File: src/hw/rtl/wmes_pkg.sv
// shared types, constants and lookup functions for the wasm memory export scanner
// no dependencies; imported by the top level and the bench
`default_nettype none

package wmes_pkg;

    typedef enum logic [3:0] {
        PH_HEADER    = 4'd0,
        PH_SEC_ID    = 4'd1,
        PH_SEC_LEN   = 4'd2,
        PH_MEM_COUNT = 4'd3,
        PH_EXP_COUNT = 4'd4,
        PH_NAME_LEN  = 4'd5,
        PH_NAME      = 4'd6,
        PH_KIND      = 4'd7,
        PH_INDEX     = 4'd8,
        PH_SKIP      = 4'd9,
        PH_HALT      = 4'd10
    } phase_t;

    // result flag bit positions
    localparam int FL_OWNS     = 0;
    localparam int FL_EXPORTED = 1;
    localparam int FL_FOUND    = 2;
    localparam int FL_HEADER   = 3;

    localparam logic [7:0] SEC_ID_MEMORY = 8'h05;
    localparam logic [7:0] SEC_ID_EXPORT = 8'h07;
    localparam logic [7:0] KIND_MEMORY   = 8'h02;
    localparam logic [7:0] LEB_CONT      = 8'h80;
    localparam logic [7:0] LEB_PAYLOAD   = 8'h7F;
    localparam logic [31:0] NAME_LENGTH  = 32'd6;
    localparam logic [5:0] LEB_LIMIT     = 6'd32;
    localparam logic [5:0] LEB_STEP      = 6'd7;

    typedef struct packed {
        logic [31:0] acc;
        logic [5:0]  shift;
    } leb_t;

    // header bytes 00 61 73 6d 01 00 00 00
    function automatic logic [7:0] magic_byte(input logic [2:0] idx);
        logic [7:0] v;
        case (idx)
            3'd1:    v = 8'h61;
            3'd2:    v = 8'h73;
            3'd3:    v = 8'h6D;
            3'd4:    v = 8'h01;
            default: v = 8'h00;
        endcase
        return v;
    endfunction

    // characters of the export name "memory"
    function automatic logic [7:0] name_char(input logic [2:0] idx);
        logic [7:0] v;
        case (idx)
            3'd0:    v = 8'h6D;
            3'd1:    v = 8'h65;
            3'd2:    v = 8'h6D;
            3'd3:    v = 8'h6F;
            3'd4:    v = 8'h72;
            default: v = 8'h79;
        endcase
        return v;
    endfunction

    // one unsigned leb128 byte into the accumulator, saturating at 32 bits
    function automatic leb_t leb_feed(input leb_t cur, input logic [7:0] b);
        leb_t        r;
        logic [39:0] t;
        r = cur;
        t = 40'(cur.acc) | (40'(b & LEB_PAYLOAD) << cur.shift);
        if (cur.shift < LEB_LIMIT)
        begin
            r.acc   = (t[39:32] != 8'd0) ? 32'hFFFF_FFFF : t[31:0];
            r.shift = cur.shift + LEB_STEP;
        end
        else if ((b & LEB_PAYLOAD) != 8'd0)
        begin
            r.acc = 32'hFFFF_FFFF;
        end
        return r;
    endfunction

endpackage

`default_nettype wire

File: src/hw/rtl/wmes_byte_if.sv
// byte request channel of the scanner: valid, ready, data byte and last marker
// no dependencies
`default_nettype none

interface wmes_byte_if;
    logic       valid;
    logic       ready;
    logic [7:0] data_byte;
    logic       last_byte;

    modport source (output valid, output data_byte, output last_byte, input ready);
    modport sink   (input valid, input data_byte, input last_byte, output ready);
endinterface

`default_nettype wire

File: src/hw/rtl/wmes_summary_if.sv
// summary request channel of the scanner: valid, ready and the module summary
// no dependencies
`default_nettype none

interface wmes_summary_if;
    logic        valid;
    logic        ready;
    logic        header_ok;
    logic        owns_memory;
    logic        memory_exported;
    logic        patch_needed;
    logic        export_section_found;
    logic [31:0] export_section_start;
    logic [31:0] export_payload_start;
    logic [31:0] export_payload_length;
    logic [31:0] export_entry_count;

    modport source (
        output valid, input ready,
        output header_ok, output owns_memory, output memory_exported, output patch_needed,
        output export_section_found, output export_section_start,
        output export_payload_start, output export_payload_length, output export_entry_count
    );
    modport sink (
        input valid, output ready,
        input header_ok, input owns_memory, input memory_exported, input patch_needed,
        input export_section_found, input export_section_start,
        input export_payload_start, input export_payload_length, input export_entry_count
    );
endinterface

`default_nettype wire

File: src/hw/rtl/wasm_memory_export_scanner.sv
// wasm memory export scanner: one byte per cycle while input is ready, one summary per module on the last byte
// a summary is valid the cycle after its last byte is accepted
// throughput: one byte per cycle while input is ready; parse state updates once per accepted byte
// a byte is taken while the summary register is empty or being drained
// reset: rst_n async low clears parse state and the summary valid bit
// depends on wmes_pkg, wmes_byte_if, wmes_summary_if
`default_nettype none

module wasm_memory_export_scanner #(
    parameter int OFFSET_BITS = 32
) (
    input  wire             clk,
    input  wire             rst_n,
    wmes_byte_if.sink       in_bytes,
    wmes_summary_if.source  summary
);
    import wmes_pkg::*;

    localparam int SUM_BITS = ((OFFSET_BITS > 32) ? OFFSET_BITS : 32) + 1;
    localparam logic [OFFSET_BITS-1:0] POS_MAX = {OFFSET_BITS{1'b1}};

    function automatic logic [31:0] low32(input logic [OFFSET_BITS-1:0] x);
        logic [63:0] w;
        w = 64'(x);
        return w[31:0];
    endfunction

    logic [OFFSET_BITS-1:0] pos_reg,        pos_next;
    phase_t                 phase_reg,      phase_next;
    logic                   hdr_match_reg,  hdr_match_next;
    leb_t                   leb_reg,        leb_next;
    logic [7:0]             sec_id_reg,     sec_id_next;
    logic [OFFSET_BITS-1:0] sec_end_reg,    sec_end_next;
    logic [31:0]            entries_reg,    entries_next;
    logic [31:0]            name_left_reg,  name_left_next;
    logic                   name_match_reg, name_match_next;
    logic [3:0]             flags_reg,      flags_next;
    logic [OFFSET_BITS-1:0] rec_start_reg,  rec_start_next;
    logic [OFFSET_BITS-1:0] rec_pay_reg,    rec_pay_next;
    logic [31:0]            rec_len_reg,    rec_len_next;
    logic [31:0]            rec_cnt_reg,    rec_cnt_next;
    logic                   out_valid_reg;

    logic                   in_accept;
    phase_t                 phase_eff;
    leb_t                   feed;
    logic                   leb_done;
    logic [OFFSET_BITS-1:0] pos_plus1;
    logic [SUM_BITS-1:0]    end_sum;
    logic [OFFSET_BITS-1:0] end_sat;
    logic                   hdr_now;

    logic                   res_hdr, res_owns, res_exp, res_found;

    assign in_bytes.ready = !out_valid_reg || summary.ready;
    assign in_accept      = in_bytes.valid && in_bytes.ready;

    assign feed      = leb_feed(leb_reg, in_bytes.data_byte);
    assign leb_done  = (in_bytes.data_byte & LEB_CONT) == 8'd0;
    assign pos_plus1 = (pos_reg == POS_MAX) ? pos_reg : pos_reg + OFFSET_BITS'(1);
    assign end_sum   = SUM_BITS'(pos_plus1) + SUM_BITS'(feed.acc);
    assign end_sat   = (end_sum > SUM_BITS'(POS_MAX)) ? POS_MAX : end_sum[OFFSET_BITS-1:0];
    assign hdr_now   = hdr_match_reg &&
                       !((pos_reg < OFFSET_BITS'(8)) &&
                         (in_bytes.data_byte != magic_byte(pos_reg[2:0])));

    // body phases fall back to section id once the declared section end is reached
    always_comb
    begin
        phase_eff = phase_reg;
        if (phase_reg >= PH_MEM_COUNT && phase_reg <= PH_SKIP && pos_reg >= sec_end_reg)
            phase_eff = PH_SEC_ID;
    end

    // next parse state
    always_comb
    begin
        pos_next        = pos_plus1;
        phase_next      = phase_eff;
        hdr_match_next  = hdr_match_reg;
        leb_next        = leb_reg;
        sec_id_next     = sec_id_reg;
        sec_end_next    = sec_end_reg;
        entries_next    = entries_reg;
        name_left_next  = name_left_reg;
        name_match_next = name_match_reg;
        flags_next      = flags_reg;
        rec_start_next  = rec_start_reg;
        rec_pay_next    = rec_pay_reg;
        rec_len_next    = rec_len_reg;
        rec_cnt_next    = rec_cnt_reg;

        unique case (phase_eff)
            PH_HEADER:
            begin
                hdr_match_next = hdr_now;
                if (pos_reg >= OFFSET_BITS'(7))
                begin
                    if (hdr_now)
                    begin
                        flags_next[FL_HEADER] = 1'b1;
                        phase_next            = PH_SEC_ID;
                    end
                    else
                    begin
                        phase_next = PH_HALT;
                    end
                end
            end
            PH_SEC_ID:
            begin
                // an id on the final byte cannot start a section
                if (!in_bytes.last_byte)
                begin
                    sec_id_next = in_bytes.data_byte;
                    leb_next    = '0;
                    phase_next  = PH_SEC_LEN;
                    if (in_bytes.data_byte == SEC_ID_EXPORT)
                    begin
                        flags_next[FL_FOUND] = 1'b1;
                        rec_start_next       = pos_reg;
                        rec_pay_next         = pos_plus1;
                        rec_len_next         = '0;
                        rec_cnt_next         = '0;
                    end
                end
            end
            PH_SEC_LEN:
            begin
                leb_next = feed;
                if (sec_id_reg == SEC_ID_EXPORT)
                begin
                    rec_pay_next = pos_plus1;
                    rec_len_next = feed.acc;
                end
                if (leb_done)
                begin
                    sec_end_next = end_sat;
                    leb_next     = '0;
                    if (sec_id_reg == SEC_ID_MEMORY)
                        phase_next = PH_MEM_COUNT;
                    else if (sec_id_reg == SEC_ID_EXPORT)
                        phase_next = PH_EXP_COUNT;
                    else
                        phase_next = PH_SKIP;
                end
            end
            PH_MEM_COUNT:
            begin
                if ((in_bytes.data_byte & LEB_PAYLOAD) != 8'd0)
                    flags_next[FL_OWNS] = 1'b1;
                leb_next = feed;
                if (leb_done)
                    phase_next = PH_SKIP;
            end
            PH_EXP_COUNT:
            begin
                leb_next     = feed;
                rec_cnt_next = feed.acc;
                if (leb_done)
                begin
                    entries_next = feed.acc;
                    phase_next   = (feed.acc == 32'd0) ? PH_SKIP : PH_NAME_LEN;
                    leb_next     = '0;
                end
            end
            PH_NAME_LEN:
            begin
                leb_next = feed;
                if (leb_done)
                begin
                    name_left_next  = feed.acc;
                    name_match_next = (feed.acc == NAME_LENGTH);
                    phase_next      = (feed.acc == 32'd0) ? PH_KIND : PH_NAME;
                    leb_next        = '0;
                end
            end
            PH_NAME:
            begin
                if (name_match_reg && name_left_reg >= 32'd1 && name_left_reg <= NAME_LENGTH &&
                    in_bytes.data_byte != name_char(3'(NAME_LENGTH[2:0] - name_left_reg[2:0])))
                    name_match_next = 1'b0;
                name_left_next = name_left_reg - 32'd1;
                if (name_left_reg == 32'd1)
                    phase_next = PH_KIND;
            end
            PH_KIND:
            begin
                if (name_match_reg && in_bytes.data_byte == KIND_MEMORY)
                begin
                    flags_next[FL_EXPORTED] = 1'b1;
                    phase_next              = PH_SKIP;
                end
                else
                begin
                    phase_next = PH_INDEX;
                    leb_next   = '0;
                end
            end
            PH_INDEX:
            begin
                leb_next = feed;
                if (leb_done)
                begin
                    entries_next = entries_reg - 32'd1;
                    phase_next   = (entries_reg == 32'd1) ? PH_SKIP : PH_NAME_LEN;
                    leb_next     = '0;
                end
            end
            default:
            begin
            end
        endcase
    end

    // summary fields from the updated flags
    always_comb
    begin
        res_hdr   = flags_next[FL_HEADER];
        res_owns  = res_hdr && flags_next[FL_OWNS];
        res_exp   = res_hdr && flags_next[FL_EXPORTED];
        res_found = res_hdr && flags_next[FL_FOUND];
    end

    always_ff @(posedge clk or negedge rst_n)
    begin
        if (!rst_n)
        begin
            pos_reg        <= '0;
            phase_reg      <= PH_HEADER;
            hdr_match_reg  <= 1'b1;
            leb_reg        <= '0;
            sec_id_reg     <= '0;
            sec_end_reg    <= '0;
            entries_reg    <= '0;
            name_left_reg  <= '0;
            name_match_reg <= 1'b0;
            flags_reg      <= '0;
            rec_start_reg  <= '0;
            rec_pay_reg    <= '0;
            rec_len_reg    <= '0;
            rec_cnt_reg    <= '0;
            out_valid_reg  <= 1'b0;
        end
        else
        begin
            if (in_accept && in_bytes.last_byte)
                out_valid_reg <= 1'b1;
            else if (summary.ready)
                out_valid_reg <= 1'b0;
            if (in_accept)
            begin
                if (in_bytes.last_byte)
                begin
                    // module done: start over for the next one
                    pos_reg        <= '0;
                    phase_reg      <= PH_HEADER;
                    hdr_match_reg  <= 1'b1;
                    leb_reg        <= '0;
                    sec_id_reg     <= '0;
                    sec_end_reg    <= '0;
                    entries_reg    <= '0;
                    name_left_reg  <= '0;
                    name_match_reg <= 1'b0;
                    flags_reg      <= '0;
                    rec_start_reg  <= '0;
                    rec_pay_reg    <= '0;
                    rec_len_reg    <= '0;
                    rec_cnt_reg    <= '0;
                end
                else
                begin
                    pos_reg        <= pos_next;
                    phase_reg      <= phase_next;
                    hdr_match_reg  <= hdr_match_next;
                    leb_reg        <= leb_next;
                    sec_id_reg     <= sec_id_next;
                    sec_end_reg    <= sec_end_next;
                    entries_reg    <= entries_next;
                    name_left_reg  <= name_left_next;
                    name_match_reg <= name_match_next;
                    flags_reg      <= flags_next;
                    rec_start_reg  <= rec_start_next;
                    rec_pay_reg    <= rec_pay_next;
                    rec_len_reg    <= rec_len_next;
                    rec_cnt_reg    <= rec_cnt_next;
                end
            end
        end
    end

    // summary payload register
    always_ff @(posedge clk)
    begin
        if (in_accept && in_bytes.last_byte)
        begin
            summary.header_ok             <= res_hdr;
            summary.owns_memory           <= res_owns;
            summary.memory_exported       <= res_exp;
            summary.patch_needed          <= res_hdr && res_owns && !res_exp;
            summary.export_section_found  <= res_found;
            summary.export_section_start  <= res_found ? low32(rec_start_next) : 32'd0;
            summary.export_payload_start  <= res_found ? low32(rec_pay_next) : 32'd0;
            summary.export_payload_length <= res_found ? rec_len_next : 32'd0;
            summary.export_entry_count    <= res_found ? rec_cnt_next : 32'd0;
        end
    end

    assign summary.valid = out_valid_reg;

`ifndef SYNTHESIS
    a_summary_from_last: assert property (@(posedge clk) disable iff (!rst_n)
        (summary.valid && !$past(summary.valid)) |->
            $past(in_bytes.valid && in_bytes.ready && in_bytes.last_byte))
        else $error("summary appeared without a last byte");

    a_restart_after_last: assert property (@(posedge clk) disable iff (!rst_n)
        (in_accept && in_bytes.last_byte) |=>
            (pos_reg == '0 && phase_reg == PH_HEADER && flags_reg == '0))
        else $error("parse state not cleared after last byte");

    a_halt_without_header: assert property (@(posedge clk) disable iff (!rst_n)
        (phase_reg == PH_HALT) |-> !flags_reg[FL_HEADER])
        else $error("halted with header flag set");

    a_bad_header_zero: assert property (@(posedge clk) disable iff (!rst_n)
        (summary.valid && !summary.header_ok) |->
            (!summary.owns_memory && !summary.memory_exported &&
             !summary.export_section_found && summary.export_entry_count == 32'd0))
        else $error("fields set on a bad header");
`endif

endmodule

`default_nettype wire

File: src/flat_wrapper.sv
// flat-port wrapper written by rule: the top's interface ports become plain ports
module wasm_memory_export_scanner_flat import wmes_pkg::*;
#(
    parameter int OFFSET_BITS = 32
)
  (clk, rst_n, in_bytes_valid, in_bytes_data_byte, in_bytes_last_byte, in_bytes_ready, summary_valid, summary_ready, summary_header_ok, summary_owns_memory, summary_memory_exported, summary_patch_needed, summary_export_section_found, summary_export_section_start, summary_export_payload_start, summary_export_payload_length, summary_export_entry_count);
  wmes_byte_if in_bytes_i ();
  wmes_summary_if summary_i ();
  input  wire clk;
  input  wire rst_n;
  input wire logic [$bits(in_bytes_i.valid)-1:0] in_bytes_valid;
  input wire logic [$bits(in_bytes_i.data_byte)-1:0] in_bytes_data_byte;
  input wire logic [$bits(in_bytes_i.last_byte)-1:0] in_bytes_last_byte;
  output wire logic [$bits(in_bytes_i.ready)-1:0] in_bytes_ready;
  output wire logic [$bits(summary_i.valid)-1:0] summary_valid;
  input wire logic [$bits(summary_i.ready)-1:0] summary_ready;
  output wire logic [$bits(summary_i.header_ok)-1:0] summary_header_ok;
  output wire logic [$bits(summary_i.owns_memory)-1:0] summary_owns_memory;
  output wire logic [$bits(summary_i.memory_exported)-1:0] summary_memory_exported;
  output wire logic [$bits(summary_i.patch_needed)-1:0] summary_patch_needed;
  output wire logic [$bits(summary_i.export_section_found)-1:0] summary_export_section_found;
  output wire logic [$bits(summary_i.export_section_start)-1:0] summary_export_section_start;
  output wire logic [$bits(summary_i.export_payload_start)-1:0] summary_export_payload_start;
  output wire logic [$bits(summary_i.export_payload_length)-1:0] summary_export_payload_length;
  output wire logic [$bits(summary_i.export_entry_count)-1:0] summary_export_entry_count;
  assign in_bytes_i.valid = in_bytes_valid;
  assign in_bytes_i.data_byte = in_bytes_data_byte;
  assign in_bytes_i.last_byte = in_bytes_last_byte;
  assign in_bytes_ready = in_bytes_i.ready;
  assign summary_valid = summary_i.valid;
  assign summary_i.ready = summary_ready;
  assign summary_header_ok = summary_i.header_ok;
  assign summary_owns_memory = summary_i.owns_memory;
  assign summary_memory_exported = summary_i.memory_exported;
  assign summary_patch_needed = summary_i.patch_needed;
  assign summary_export_section_found = summary_i.export_section_found;
  assign summary_export_section_start = summary_i.export_section_start;
  assign summary_export_payload_start = summary_i.export_payload_start;
  assign summary_export_payload_length = summary_i.export_payload_length;
  assign summary_export_entry_count = summary_i.export_entry_count;
  wasm_memory_export_scanner #(.OFFSET_BITS(OFFSET_BITS)) u_core (.clk(clk), .rst_n(rst_n), .in_bytes(in_bytes_i), .summary(summary_i));
endmodule
File: config.mk
export PLATFORM = sky130hd
export DESIGN_NAME = wasm_memory_export_scanner_flat
export DESIGN_NICKNAME = d
export VERILOG_FILES = /design/src/hw/rtl/wmes_pkg.sv /design/src/hw/rtl/wmes_byte_if.sv /design/src/hw/rtl/wmes_summary_if.sv /design/src/hw/rtl/wasm_memory_export_scanner.sv /design/src/flat_wrapper.sv
export SDC_FILE = /design/constraint.sdc
export NUM_CORES = 1
export LEC_CHECK = 0
export ABC_AREA = 1
export BUFFER_PORTS_ARGS = -buffer_cell sky130_fd_sc_hd__clkbuf_2
export CORE_ASPECT_RATIO = 1.25
export CORE_MARGIN = 2
export CORE_UTILIZATION = 50
export CTS_BUF_LIST = sky130_fd_sc_hd__clkbuf_4 sky130_fd_sc_hd__clkbuf_8
export DETAILED_ROUTE_END_ITERATION = 8
export PLACE_DENSITY = 0.75
export SLEW_MARGIN = 30
export SYNTH_ARGS = -nofsm -noshare
export SYNTH_HDL_FRONTEND = slang
export SYNTH_SLANG_ARGS = --single-unit
export TNS_END_PERCENT = 100
File: constraint.sdc
create_clock -name clk -period 10.7 [get_ports clk]
set_input_delay 1.605 -clock clk [delete_from_list [all_inputs] [get_ports clk]]
set_output_delay 1.605 -clock clk [all_outputs]
set_load 0.02 [all_outputs]
# After elaboration in Yosys (flattened, before gate mapping)
# Index checks and enable logic that the tools add are counted.
[word_totals] regBits=446 elab_cells=194
[classes] n_addsub=6 magnitude_cmp=9 eq_ne=31 shifts=1 muxes=79 n_bitwise=1 reduce_logical=42
[op_table] cell="$mux W32" count=28
[op_table] cell="$pmux W32 S2" count=5
[op_table] cell="$pmux W38 S4" count=1
[op_table] cell="$mux W38" count=3
[op_table] cell="$eq A32 B1 Y1 const B" count=2
[op_table] cell="$sub A32 B1 Y32 const B" count=2
[op_table] cell="$mux W4" count=15
[op_table] cell="$or A32 B40 Y40" count=1
[op_table] cell="$shl A7 B6 Y40" count=1
[op_table] cell="$pmux W4 S9" count=1
[op_table] cell="$add A32 B32 Y33" count=1
[op_table] cell="$gt A33 B32 Y1 const B" count=1
[op_table] cell="$add A32 B1 Y32 const B" count=1
[op_table] cell="$eq A32 B3 Y1 const B" count=1
[op_table] cell="$eq A32 B32 Y1 const B" count=1
[op_table] cell="$ge A32 B1 Y1 const B" count=1
[op_table] cell="$ge A32 B3 Y1 const B" count=1
[op_table] cell="$ge A32 B32 Y1" count=1
[op_table] cell="$le A32 B3 Y1 const B" count=1
[op_table] cell="$logic_not A32 Y1" count=1
[op_table] cell="$lt A32 B4 Y1 const B" count=1
[op_table] cell="$pmux W7 S4" count=1
[op_table] cell="$eq A8 B3 Y1 const B" count=3
[op_table] cell="$mux W8" count=3
[op_table] cell="36 further kinds" count=92

# Depth between registers and ports, before layout
# Gate-level depths: netlist of the first run.
[depth] depth_word=12 depth_mapped=35 depth_no_buf=32

# Worst setup path after synthesis of the first run
# No wires, ideal clock.
[synth_path] kind="input-to-reg" startpoint="input port in_bytes_last_byte" endpoint="register u_core.sec_end_reg[2]" setup_ps=131 arrival_ps=9212 t_required_ps=10569 path_slack_ps=1357 cell_stages=7 path_buffers=2 path_cell_list="clkbuf_1 inv_1 nor2_1 inv_1 nand2_1 clkbuf_1 o22ai_1"
[synth_between] elab_chain_cells=2 elab_cells_between_ends=4 cone_classes="mux (1); reduce/logical (3)"
[synth_rtl] element="start, declared" line="flat_wrapper.sv:13" rtl="input wire logic [$bits(in_bytes_i.last_byte)-1:0] in_bytes_last_byte;"
[synth_rtl] element="$reduce_bool A2 Y1 (no line)"
[synth_rtl] element="$reduce_and A3 Y1 (no line)"
[synth_rtl] element="end signal, assigned" line="wasm_memory_export_scanner.sv:278" rtl="sec_end_reg <= sec_end_next;"
[synth_rtl] element="end, declared" line="wasm_memory_export_scanner.sv:33" rtl="logic [OFFSET_BITS-1:0] sec_end_reg, sec_end_next;"
# Parallel ways exist; a longest one is shown, timed or not.
# A chain may end at the register's enable or synchronous reset.

# Worst setup path in the final report of the first run
[layout_path] startpoint="input port in_bytes_data_byte[1]" endpoint="register u_core.sec_end_reg[28]"
[layout_between] elab_chain_cells=11 elab_cells_between_ends=13 cone_classes="add/sub (1); order compare (1); shift (1); mux (7); bitwise (1); reduce/logical (2)"
[layout_rtl] element="start, declared" line="flat_wrapper.sv:12" rtl="input wire logic [$bits(in_bytes_i.data_byte)-1:0] in_bytes_data_byte;"
[layout_rtl] element="$shl A7 B6 Y40" line="wmes_pkg.sv:73" rtl="t = 40'(cur.acc) | (40'(b & LEB_PAYLOAD) << cur.shift);"
[layout_rtl] element="$or A32 B40 Y40" line="wmes_pkg.sv:73"
[layout_rtl] element="$reduce_bool A8 Y1" line="wmes_pkg.sv:76" rtl="r.acc = (t[39:32] != 8'd0) ? 32'hFFFF_FFFF : t[31:0];"
[layout_rtl] element="$mux W32" line="wmes_pkg.sv:76"
[layout_rtl] element="$mux W32 *" line="wmes_pkg.sv:74" rtl="if (cur.shift < LEB_LIMIT)"
[layout_rtl] element="$add A32 B32 Y33 *" line="wasm_memory_export_scanner.sv:61" rtl="assign end_sum = SUM_BITS'(pos_plus1) + SUM_BITS'(feed.acc);"
[layout_rtl] element="$gt A33 B32 Y1" line="wasm_memory_export_scanner.sv:62" rtl="assign end_sat = (end_sum > SUM_BITS'(POS_MAX)) ? POS_MAX : end_sum[OFFSET_BITS-1:0];"
[layout_rtl] element="$mux W32 *" line="wasm_memory_export_scanner.sv:62"
[layout_rtl] element="$mux W32 *" line="wasm_memory_export_scanner.sv:136" rtl="if (leb_done)"
[layout_rtl] element="$mux W32 *" line="wasm_memory_export_scanner.sv:93" rtl="unique case (phase_eff)"
[layout_rtl] element="$mux W32 *" line="wasm_memory_export_scanner.sv:253" rtl="if (in_bytes.last_byte)"
# Every way passes the cells marked *; elsewhere a longest branch is shown, timed or not. The select of a mux whose other input is x is not followed.

==> summary.md, run 1 <==
The master of the slowest instance on the critical path is sky130_fd_sc_hd__nand2_1. Counting the fill cells in the layout gives 5187. In this design, the largest share of critical-path delay is due to simple AND/OR/NAND/NOR gates.

After clock tree synthesis, the flow added hold-fix buffers numbering 0. After clock tree synthesis, the clock-pin slew on the worst setup and hold paths is 0.06 ns. For the number of setup violations in the final report, the log shows 0.

Averaged over all synthesized cells, the footprint is 7.62 um2. For the count of different cell masters after synthesis, the log shows 64. For the number of pins with negative max-slew slack in the final report, the log shows 0. The peak ir drop on the vdd network was 0.205 mV; the clock latency on the worst-skew pair was 0.72 ns. Cell at the root of the clock tree: sky130_fd_sc_hd__clkbuf_8. The highest clock frequency the design can meet was 0.168 GHz. The number of standard-cell rows in the floorplan was 96; the total negative slack for setup checks was 0 ns.

The remaining global-route overflow is 0, and the xor/xnor cell area share of the yosys netlist is 2.73%. The fraction of layout instances using a drive strength above 1 came out at 11.1%. The number of cells on the worst reg-to-reg path works out to 24. The slew at the pin with the worst max-slew slack is 1.05 ns. For the combined flip-flop and latch cell area, the log shows 11800 um2. The run gives 0.0139 uW as the leakage power. The flow ran to the end, and the final reports show no timing, DRC or antenna violations. Pin placement for this block handled 148 I/O pins. Gates resized during post-CTS repair numbered 0. The floorplan die area is 56900 um2. For the number of global-route vias before repair, the log shows 24500. The floorplan step set the die height to 266 um. The tools report the total routing resource utilization after global routing as 31.8%. Setup repair after global routing left no endpoint under its margin. The sequential fraction of the synthesis area is 43.0%, and the flop and latch count out of synthesis is 446.

The number of antenna violations at the first check in global routing was 3; the filler-free cell count of the finished design was 4471. For the total clock buffers created by CTS, the log shows 74. Routed length per instance: 20.1 um.

The endpoint kind of the worst setup timing path is a flop. TritonCTS built the clock tree. By area the synthesized netlist is led by sky130_fd_sc_hd__dfrtp_1 (28%), sky130_fd_sc_hd__edfxtp_1 (15%), sky130_fd_sc_hd__nand2_1 (9.9%). After detailed routing, the number of remaining DRC violations is 0.

The share of synthesized area in the top cell type comes to 28.4%. Post-route antenna net violation count: 0. The max capacitance violation total is 0, and the relative slew slack is 29.9%. The H-tree was split into 3 levels. The peak fanout along the critical path is 32, and the flip-flop count of the largest register after layout is 38.

The area fraction in compound gates after synthesis is 18.0%. The class of the tightest hold or removal check was reg2reg. Of the available clock period, the critical path in the final layout requires 55.8%. For the clock tree buffer depth, the log shows 3.

The fraction of registers with async set or reset after synthesis was 70.2%; the area growth from synthesis to layout was 10.3%. The die width is 214 um. The logs give 3702 for the net count of the mapped netlist and 0 for the number of buffers added for setup after CTS. Largest family of logic cells by synthesized area: simple AND/OR/NAND/NOR gates. The hold violation total from the final report was 0; the total number of vias was 25900.

The core region is 54700 um2. For the number of iterations in the first detailed-routing pass, the log shows 6. The synthesized netlist devotes 23.2% of its cell area to simple gates. For the worst endpoint data arrival time, the log shows 6.56 ns. The buffers plus inverters on the worst setup path was 6; the number of enable-type register cells in the synthesized netlist was 133. After layout, the minimum clock period comes to 5.97 ns. The critical path runs through a total of 28 cells.

After detailed placement, the design holds a cell count of 4335. The tools report the number of synthesis warnings as 0. Across all register-to-register paths, the minimum setup slack is 4.83 ns. In this design, the critical path's most frequently occurring cell is sky130_fd_sc_hd__nand3_1. The maximum number of pins on one net before global-route repair is 146.

For this run, the leading register cell type out of synthesis is sky130_fd_sc_hd__dfrtp_1. The tools report the cell count after synthesis as 3609. In the final layout, the multi-input gates occupy 13200 um2. Stage delay of the slowest cell on the critical path: 0.70 ns. For the total power, the log shows 6140 uW. For this block, the routed nets add up to 90000 um of wire.

The mux contribution to synthesized area is 0%. The number of port buffers is 147, and the effective utilization at floorplan is 50.3%. The clock tree skew after final layout was 0.0563 ns. The largest area contributor in the synthesized netlist is sky130_fd_sc_hd__dfrtp_1. The first global-routing pass estimated 139000 um of wire. The synthesized netlist devotes 3.67% of its cell area to adder and majority cells.

Dividing the detail-routed via count by the number of cells gives 5.79. STA puts the critical path data required time at 11.29 ns. For the final net count, the log shows 3769.

The endpoint identified for the worst register-to-register timing path is u_core.sec_end_reg[29]. The critical register-to-register path startpoint was u_core.leb_reg[4]. For this design the ratio of total power to cell area is 202 nW/um2. The TritonCTS sink count was 446.

The wire-length estimate of the detail-placed layout is 62300 um. STA classifies the critical path startpoint as an input port. After synthesis the cells add up to 27500 um2. The termination of the worst setup path is u_core.sec_end_reg[28]. The tools report the beginning of the critical path as in_bytes_data_byte[1]. The congestion estimate from routability-driven global placement came to 1.01. In this run, the number of DRC markers left after iteration 0 of detailed routing was 2681.

The type of the setup path with the least slack was in2reg.
## synthesized netlist by cell type (5+ instances only)
| library cell | instances |
|---|---|
| sky130_fd_sc_hd__inv_2 | 9 |
| sky130_fd_sc_hd__edfxtp_1 | 133 |
| sky130_fd_sc_hd__clkbuf_1 | 127 |
| sky130_fd_sc_hd__nand3_1 | 214 |
| sky130_fd_sc_hd__a211oi_1 | 10 |
| sky130_fd_sc_hd__o21ai_0 | 446 |
| sky130_fd_sc_hd__nand2_1 | 724 |
| sky130_fd_sc_hd__nand3b_1 | 17 |
| sky130_fd_sc_hd__a22oi_1 | 8 |
| sky130_fd_sc_hd__a31oi_1 | 5 |
| sky130_fd_sc_hd__o21ai_1 | 31 |
| sky130_fd_sc_hd__xor2_1 | 71 |
| sky130_fd_sc_hd__a21oi_1 | 156 |
| sky130_fd_sc_hd__buf_6 | 5 |
| sky130_fd_sc_hd__o211ai_1 | 33 |
| sky130_fd_sc_hd__and2_1 | 10 |
| sky130_fd_sc_hd__o2111ai_1 | 6 |
| sky130_fd_sc_hd__buf_1 | 19 |
| sky130_fd_sc_hd__nand3_2 | 9 |
| sky130_fd_sc_hd__buf_4 | 10 |
| sky130_fd_sc_hd__nand4_1 | 31 |
| sky130_fd_sc_hd__o31ai_1 | 6 |
| sky130_fd_sc_hd__nor2_2 | 8 |
| sky130_fd_sc_hd__or2_2 | 17 |
| sky130_fd_sc_hd__dfrtp_1 | 312 |
| sky130_fd_sc_hd__xnor2_1 | 9 |
| sky130_fd_sc_hd__clkinv_1 | 7 |
| sky130_fd_sc_hd__nor3_1 | 50 |
| sky130_fd_sc_hd__ha_1 | 79 |
| sky130_fd_sc_hd__nand2_2 | 27 |
| sky130_fd_sc_hd__nor2_1 | 328 |
| sky130_fd_sc_hd__buf_2 | 32 |
| sky130_fd_sc_hd__inv_1 | 443 |
| sky130_fd_sc_hd__o221ai_1 | 54 |
| sky130_fd_sc_hd__o22ai_1 | 82 |
| sky130_fd_sc_hd__o21a_1 | 7 |
| sky130_fd_sc_hd__nor4_1 | 28 |
## worst min-delay path by stage
stage	from	to	slack [ns]	cells after the start
final	u_core.hdr_match_reg	u_core.hdr_match_reg	0.48	2
after global routing	u_core.hdr_match_reg	u_core.hdr_match_reg	0.50	2
after CTS	u_core.hdr_match_reg	u_core.hdr_match_reg	0.48	2
after detailed placement	u_core.leb_reg[12]	u_core.leb_reg[12]	0.47	2
after global placement	u_core.hdr_match_reg	u_core.hdr_match_reg	0.46	2
after floorplan	u_core.hdr_match_reg	u_core.hdr_match_reg	0.45	2
## report_power, final
part / leakage [uW] / total [uW] / internal, uW / switching (uW)
clock network: 0.000856 / 1700 / 943 / 757
registers: 0.00562 / 2010 / 1890 / 128
logic: 0.00740 / 2420 / 641 / 1780
## tightest hold or removal path: cells and delay by family, from the launching register on
| kind | cells | cell delay, ns |
|---|---|---|
| AOI/OAI and AO/OA | 1 | 0.06 |
| and+or+nand+nor | 1 | 0.05 |
| DFF | 1 | 0.37 |
## per-layer routing
layer,routed length [um],global-route usage (%),vias to the layer above
met4,7090,23.3,4
li1,-,-,12200
met5,26,0,-
met3,6100,5.03,312
met2,42000,50.2,1100
met1,34800,39.3,12200
## layout make-up
| cell class | instances | share of cell area, % |
|---|---|---|
| multi-input combinational | 2509 | 43.4 |
| tap | 735 | 3.03 |
| timing repair buffer | 185 | 3.48 |
| sequential | 446 | 39.0 |
| clock inverter | 27 | 0.953 |
| clock buffer | 108 | 4.47 |
| antenna | 1 | 0.00825 |
| inverter | 460 | 5.71 |
## per-stage QoR
step	hold WS (ns)	worst slack, ns	instance area [um2]	utilization [%]
after floorplan	0.451	1.36	27500	-
after global placement	0.460	4.11	28700	52.4
after detailed placement	0.473	4.10	28700	52.5
after CTS	0.483	4.82	30300	55.5
after global routing	0.504	4.17	30300	55.5
final	0.480	4.73	30300	55.5
## cells by family (layout without fill, tap and decap cells)
| logic type | after synthesis | after routing |
|---|---|---|
| AND/OR/NAND/NOR | 1477 | 1477 |
| other | 0 | 1 |
| AO/OA/AOI/OAI | 869 | 869 |
| buffers and inverters | 654 | 780 |
| XOR/XNOR | 83 | 83 |
| adder cells (fa/ha/maj) | 80 | 80 |
| flip-flops | 446 | 446 |
## placed cells by master (no fill, tap or decap), types with 9 or more instances in the layout
master / n
sky130_fd_sc_hd__nand2_1: 721
sky130_fd_sc_hd__o21ai_0: 445
sky130_fd_sc_hd__inv_1: 441
sky130_fd_sc_hd__nor2_1: 324
sky130_fd_sc_hd__dfrtp_1: 312
sky130_fd_sc_hd__nand3_1: 214
sky130_fd_sc_hd__a21oi_1: 156
sky130_fd_sc_hd__clkbuf_2: 146
sky130_fd_sc_hd__edfxtp_1: 133
sky130_fd_sc_hd__clkbuf_8: 87
sky130_fd_sc_hd__o22ai_1: 82
sky130_fd_sc_hd__ha_1: 79
sky130_fd_sc_hd__xor2_1: 71
sky130_fd_sc_hd__o221ai_1: 54
sky130_fd_sc_hd__nor3_1: 49
sky130_fd_sc_hd__buf_4: 34
sky130_fd_sc_hd__o211ai_1: 33
sky130_fd_sc_hd__o21ai_1: 32
sky130_fd_sc_hd__nand4_1: 31
sky130_fd_sc_hd__nand2_2: 30
sky130_fd_sc_hd__nor4_1: 26
sky130_fd_sc_hd__clkbuf_4: 21
sky130_fd_sc_hd__nand3b_1: 17
sky130_fd_sc_hd__or2_2: 17
sky130_fd_sc_hd__clkinv_1: 15
sky130_fd_sc_hd__inv_2: 11
sky130_fd_sc_hd__a211oi_1: 10
sky130_fd_sc_hd__and2_1: 10
sky130_fd_sc_hd__nand3_2: 9
sky130_fd_sc_hd__nor2_2: 9
sky130_fd_sc_hd__xnor2_1: 9
No activity file was read; power rests on OpenSTA's default activity.
==> inputs of run 2 (changes only) <==
==> constraint.sdc (replaced) <==
create_clock -name clk -period 5.8 [get_ports clk]
set_input_delay 0.87 -clock clk [delete_from_list [all_inputs] [get_ports clk]]
set_output_delay 0.87 -clock clk [all_outputs]
set_load 0.02 [all_outputs]
==> run 2 against run 1 <==
  * Register-to-register slack got worse by 4.1 ns
  * Cell area up 1.1%
  * Worst hold slack got worse by 0.39 ns
  * Combinational power grew 86%
  * Global-route usage rose by 1.2 points
  * Critical endpoint unchanged
  * Largest cell class unchanged
==> summary.md, run 2 (same netlist as run 1, synthesis figures left out) <==
The number of antenna violations at the first check in global routing is 2 (was 3), and the hold violation total from the final report is 0 (unchanged). The kind of launch point of the worst setup path was a flop (was an input port). The floorplan die area is 56900 um2 (unchanged). The fill cell instance count of the final layout came out at 5094 (was 5187). The flip-flop count of the largest register after layout is 38 (unchanged).

The number of standard-cell rows in the floorplan is 96 (unchanged). The tools report the remaining global-route overflow as 0 (unchanged). Die width: 214 um (unchanged).

The number of buffers added for setup after CTS was 0 (unchanged). The number of setup violations in the final report was 0 (unchanged). The tools report the reported net switching power as 4890 uW (was 2660 uW). The leakage power is 0.0141 uW (was 0.0139 uW). The logs give 4.60% (was 5.03%) for the met3 routing resource usage after global routing and 0 ns (unchanged) for the total negative slack for setup checks. The fraction of layout instances using a drive strength above 1 works out to 12.1% (was 11.1%).

The layer with the highest usage after global routing was met2 (unchanged). The tools report the total detailed-routing wirelength as 93400 um (was 90000 um). The routed length per instance was 20.7 um (was 20.1 um). The H-tree level count is 3 (unchanged).

The detailed placement HPWL is 65800 um (was 62300 um). The tools report the endpoint required time on the critical path as 6.38 ns (was 11.29 ns). The run gives 2778 (was 2681) as the number of violations reported at the end of detailed-routing iteration 0. The peak fanout along the critical path works out to 16 (was 32).

Setup repair after global routing left no endpoint under its margin. The library cell appearing most often on the critical path was sky130_fd_sc_hd__inv_1 (was sky130_fd_sc_hd__nand3_1). The logs give 40.9% (was 39.3%) for the fraction of met1 tracks used by global routing and 0 (unchanged) for the number of pins with negative max-slew slack in the final report. Total routing resource utilization after global routing: 33.0% (was 31.8%). The run finished with clean final reports. The type of the setup path with the least slack was reg2reg (was in2reg).

The total number of vias came out at 26100 (was 25900). The combinational share of power is 40.1% (was 39.5%). The class of the tightest hold or removal check was in2async (was reg2reg). The run gives 30700 um2 (was 30300 um2) as the post-layout instance area. TritonCTS built the clock tree. The run gives 52.9% (was 50.2%) as the met2 track utilization from global routing. The final routed DRC violation total came out at 0 (unchanged).

The logs give 0.426 ns (was 4.10 ns) for the worst slack at placement and 32.9% (was 32.8%) for the sequential power share. The first-pass GRT wire length came out at 143000 um (was 139000 um). The cell at the root of the clock tree was sky130_fd_sc_hd__clkbuf_8 (unchanged).

The tools report the clock latency on the worst-skew pair as 0.70 ns (was 0.72 ns). The post-route antenna net violation count came out at 0 (unchanged). The internal power contribution is 6380 uW (was 3470 uW). The max capacitance violation total is 0 (unchanged), and the final worst setup slack is 0.684 ns (was 4.73 ns). The clock tree buffer depth was 3 (unchanged). The placed instance area is 29000 um2 (was 28700 um2), and the effective utilization at floorplan is 50.3% (unchanged). The slew at the pin with the worst max-slew slack is 1.09 ns (was 1.05 ns). Commonest non-fill, non-tap cells in the layout: sky130_fd_sc_hd__nand2_1 (720), sky130_fd_sc_hd__o21ai_0 (446), sky130_fd_sc_hd__inv_1 (441) (was sky130_fd_sc_hd__nand2_1 (721), sky130_fd_sc_hd__o21ai_0 (445), sky130_fd_sc_hd__inv_1 (441)). For the filler-free cell count of the finished design, the log shows 4513 (was 4471).

The stage delay of the slowest cell on the critical path was 0.49 ns (was 0.70 ns); the hold buffer count at CTS was 0 (unchanged). Height of the die: 266 um (unchanged). The tools report the count of pins on the block boundary as 148 (unchanged). The switching share of power is 43.4% (about the same), and the maximum number of pins on one net before global-route repair is 111 (was 146).

The post-cts sizing count is 0 (unchanged), and the number of port buffers is 147 (unchanged). The tools report the area of the placeable core as 54700 um2 (unchanged). The tools report the number of iterations in the first detailed-routing pass as 6 (unchanged). For this run, the top clock speed supported by timing is 0.195 GHz.

Master of the slowest instance on the critical path: sky130_fd_sc_hd__dfrtp_1 (was sky130_fd_sc_hd__nand2_1). The clock transition time at the flip-flop clock pins of the worst setup and hold paths came out at 0.07 ns (was 0.06 ns). The tools report the endpoint kind of the worst setup timing path as a flop (unchanged).

Most common cell after layout, fill and taps aside: sky130_fd_sc_hd__nand2_1 (unchanged). The placed instance count is 4378 (was 4335), and the final RePlAce weighted congestion is 1.00 (was 1.01). The clock tree skew after final layout is 0.0486 ns (was 0.0563 ns), and the total clock buffers created by CTS is 74 (unchanged). The relative slew slack is 26.4% (was 29.9%). Area growth from synthesis to layout: 11.5% (was 10.3%). The number of global-route vias before repair came out at 24600 (was 24500).

The clock network power share is 27.1% (was 27.7%), and the vias per cell is 5.79 (about the same). Final cycle utilization of the critical path: 88.2%. The peak ir drop on the vdd network was 0.377 mV (was 0.205 mV); the TritonCTS sink count was 446 (unchanged). The worst path in the final design needs a cycle of 5.12 ns, including I/O delays and setup.

The run gives 3813 (was 3769) as the final net count. For the worst endpoint data arrival time, the log shows 5.69 ns (was 6.56 ns). The areal power density over the cells was 368 nW/um2 (was 202 nW/um2).
[run 2: path summary, 6_finish.rpt]
check                                startpoint                       end  slack, ns  depth (start not counted)
setup / recovery              u_core.pos_reg[1]    u_core.sec_end_reg[28]       0.68                         28
hold / removal                            rst_n  u_core.rec_start_reg[14]       0.09                          1
setup reg to reg              u_core.pos_reg[1]    u_core.sec_end_reg[28]       0.68                         28
hold reg to reg            u_core.hdr_match_reg      u_core.hdr_match_reg       0.49                          2
max in group asynchronous                 rst_n    u_core.rec_cnt_reg[17]       4.37                          3
min in group clk           u_core.hdr_match_reg      u_core.hdr_match_reg       0.49                          2
[run 2: routing by layer]
metal	share of wire (%)	routed length, um
met1	38	35300
met2	48	44400
met3	7.1	6620
met4	7.6	7070
met5	0.014	13
[run 2: stage by stage]
stage | util, % | total power, uW | hold WS [ns]
after floorplan | - | 6850 | 0.451
after global placement | 53.1 | 8110 | 0.465
after detailed placement | 53.1 | 8130 | 0.473
after CTS | 56.0 | 11200 | 0.275
after global routing | 56.1 | 11900 | 0.120
final | 56.1 | 11300 | 0.0900
[run 2: critical path: cells and delay by family (launching register included)]
family / cells / cell delay (ns)
buf+inv: 6 / 0.69
fa+ha+maj: 3 / 0.81
compound gates: 7 / 1.19
simple gates: 12 / 1.83
flops: 1 / 0.49
[run 2: power groups by stage]
stage	logic [uW]	registers [uW]	clock network (uW)
floorplan	3120	3730	0
global placement	4350	3750	0
detailed placement	4380	3750	0
CTS	4400	3700	3090
global route	4920	3740	3220
finish	4510	3700	3050
[run 2: final cells by class]
class	count	area, um2	share of cell area [%]
Sequential cell	446	11800	38.6
Clock inverter	34	338	1.10
Clock buffer	99	1260	4.10
Antenna cell	1	2.50	0.00816
Tap cell	735	920	3.00
Multi-Input combinational cell	2509	13100	42.9
Timing Repair Buffer	229	1440	4.71
Inverter	460	1730	5.64
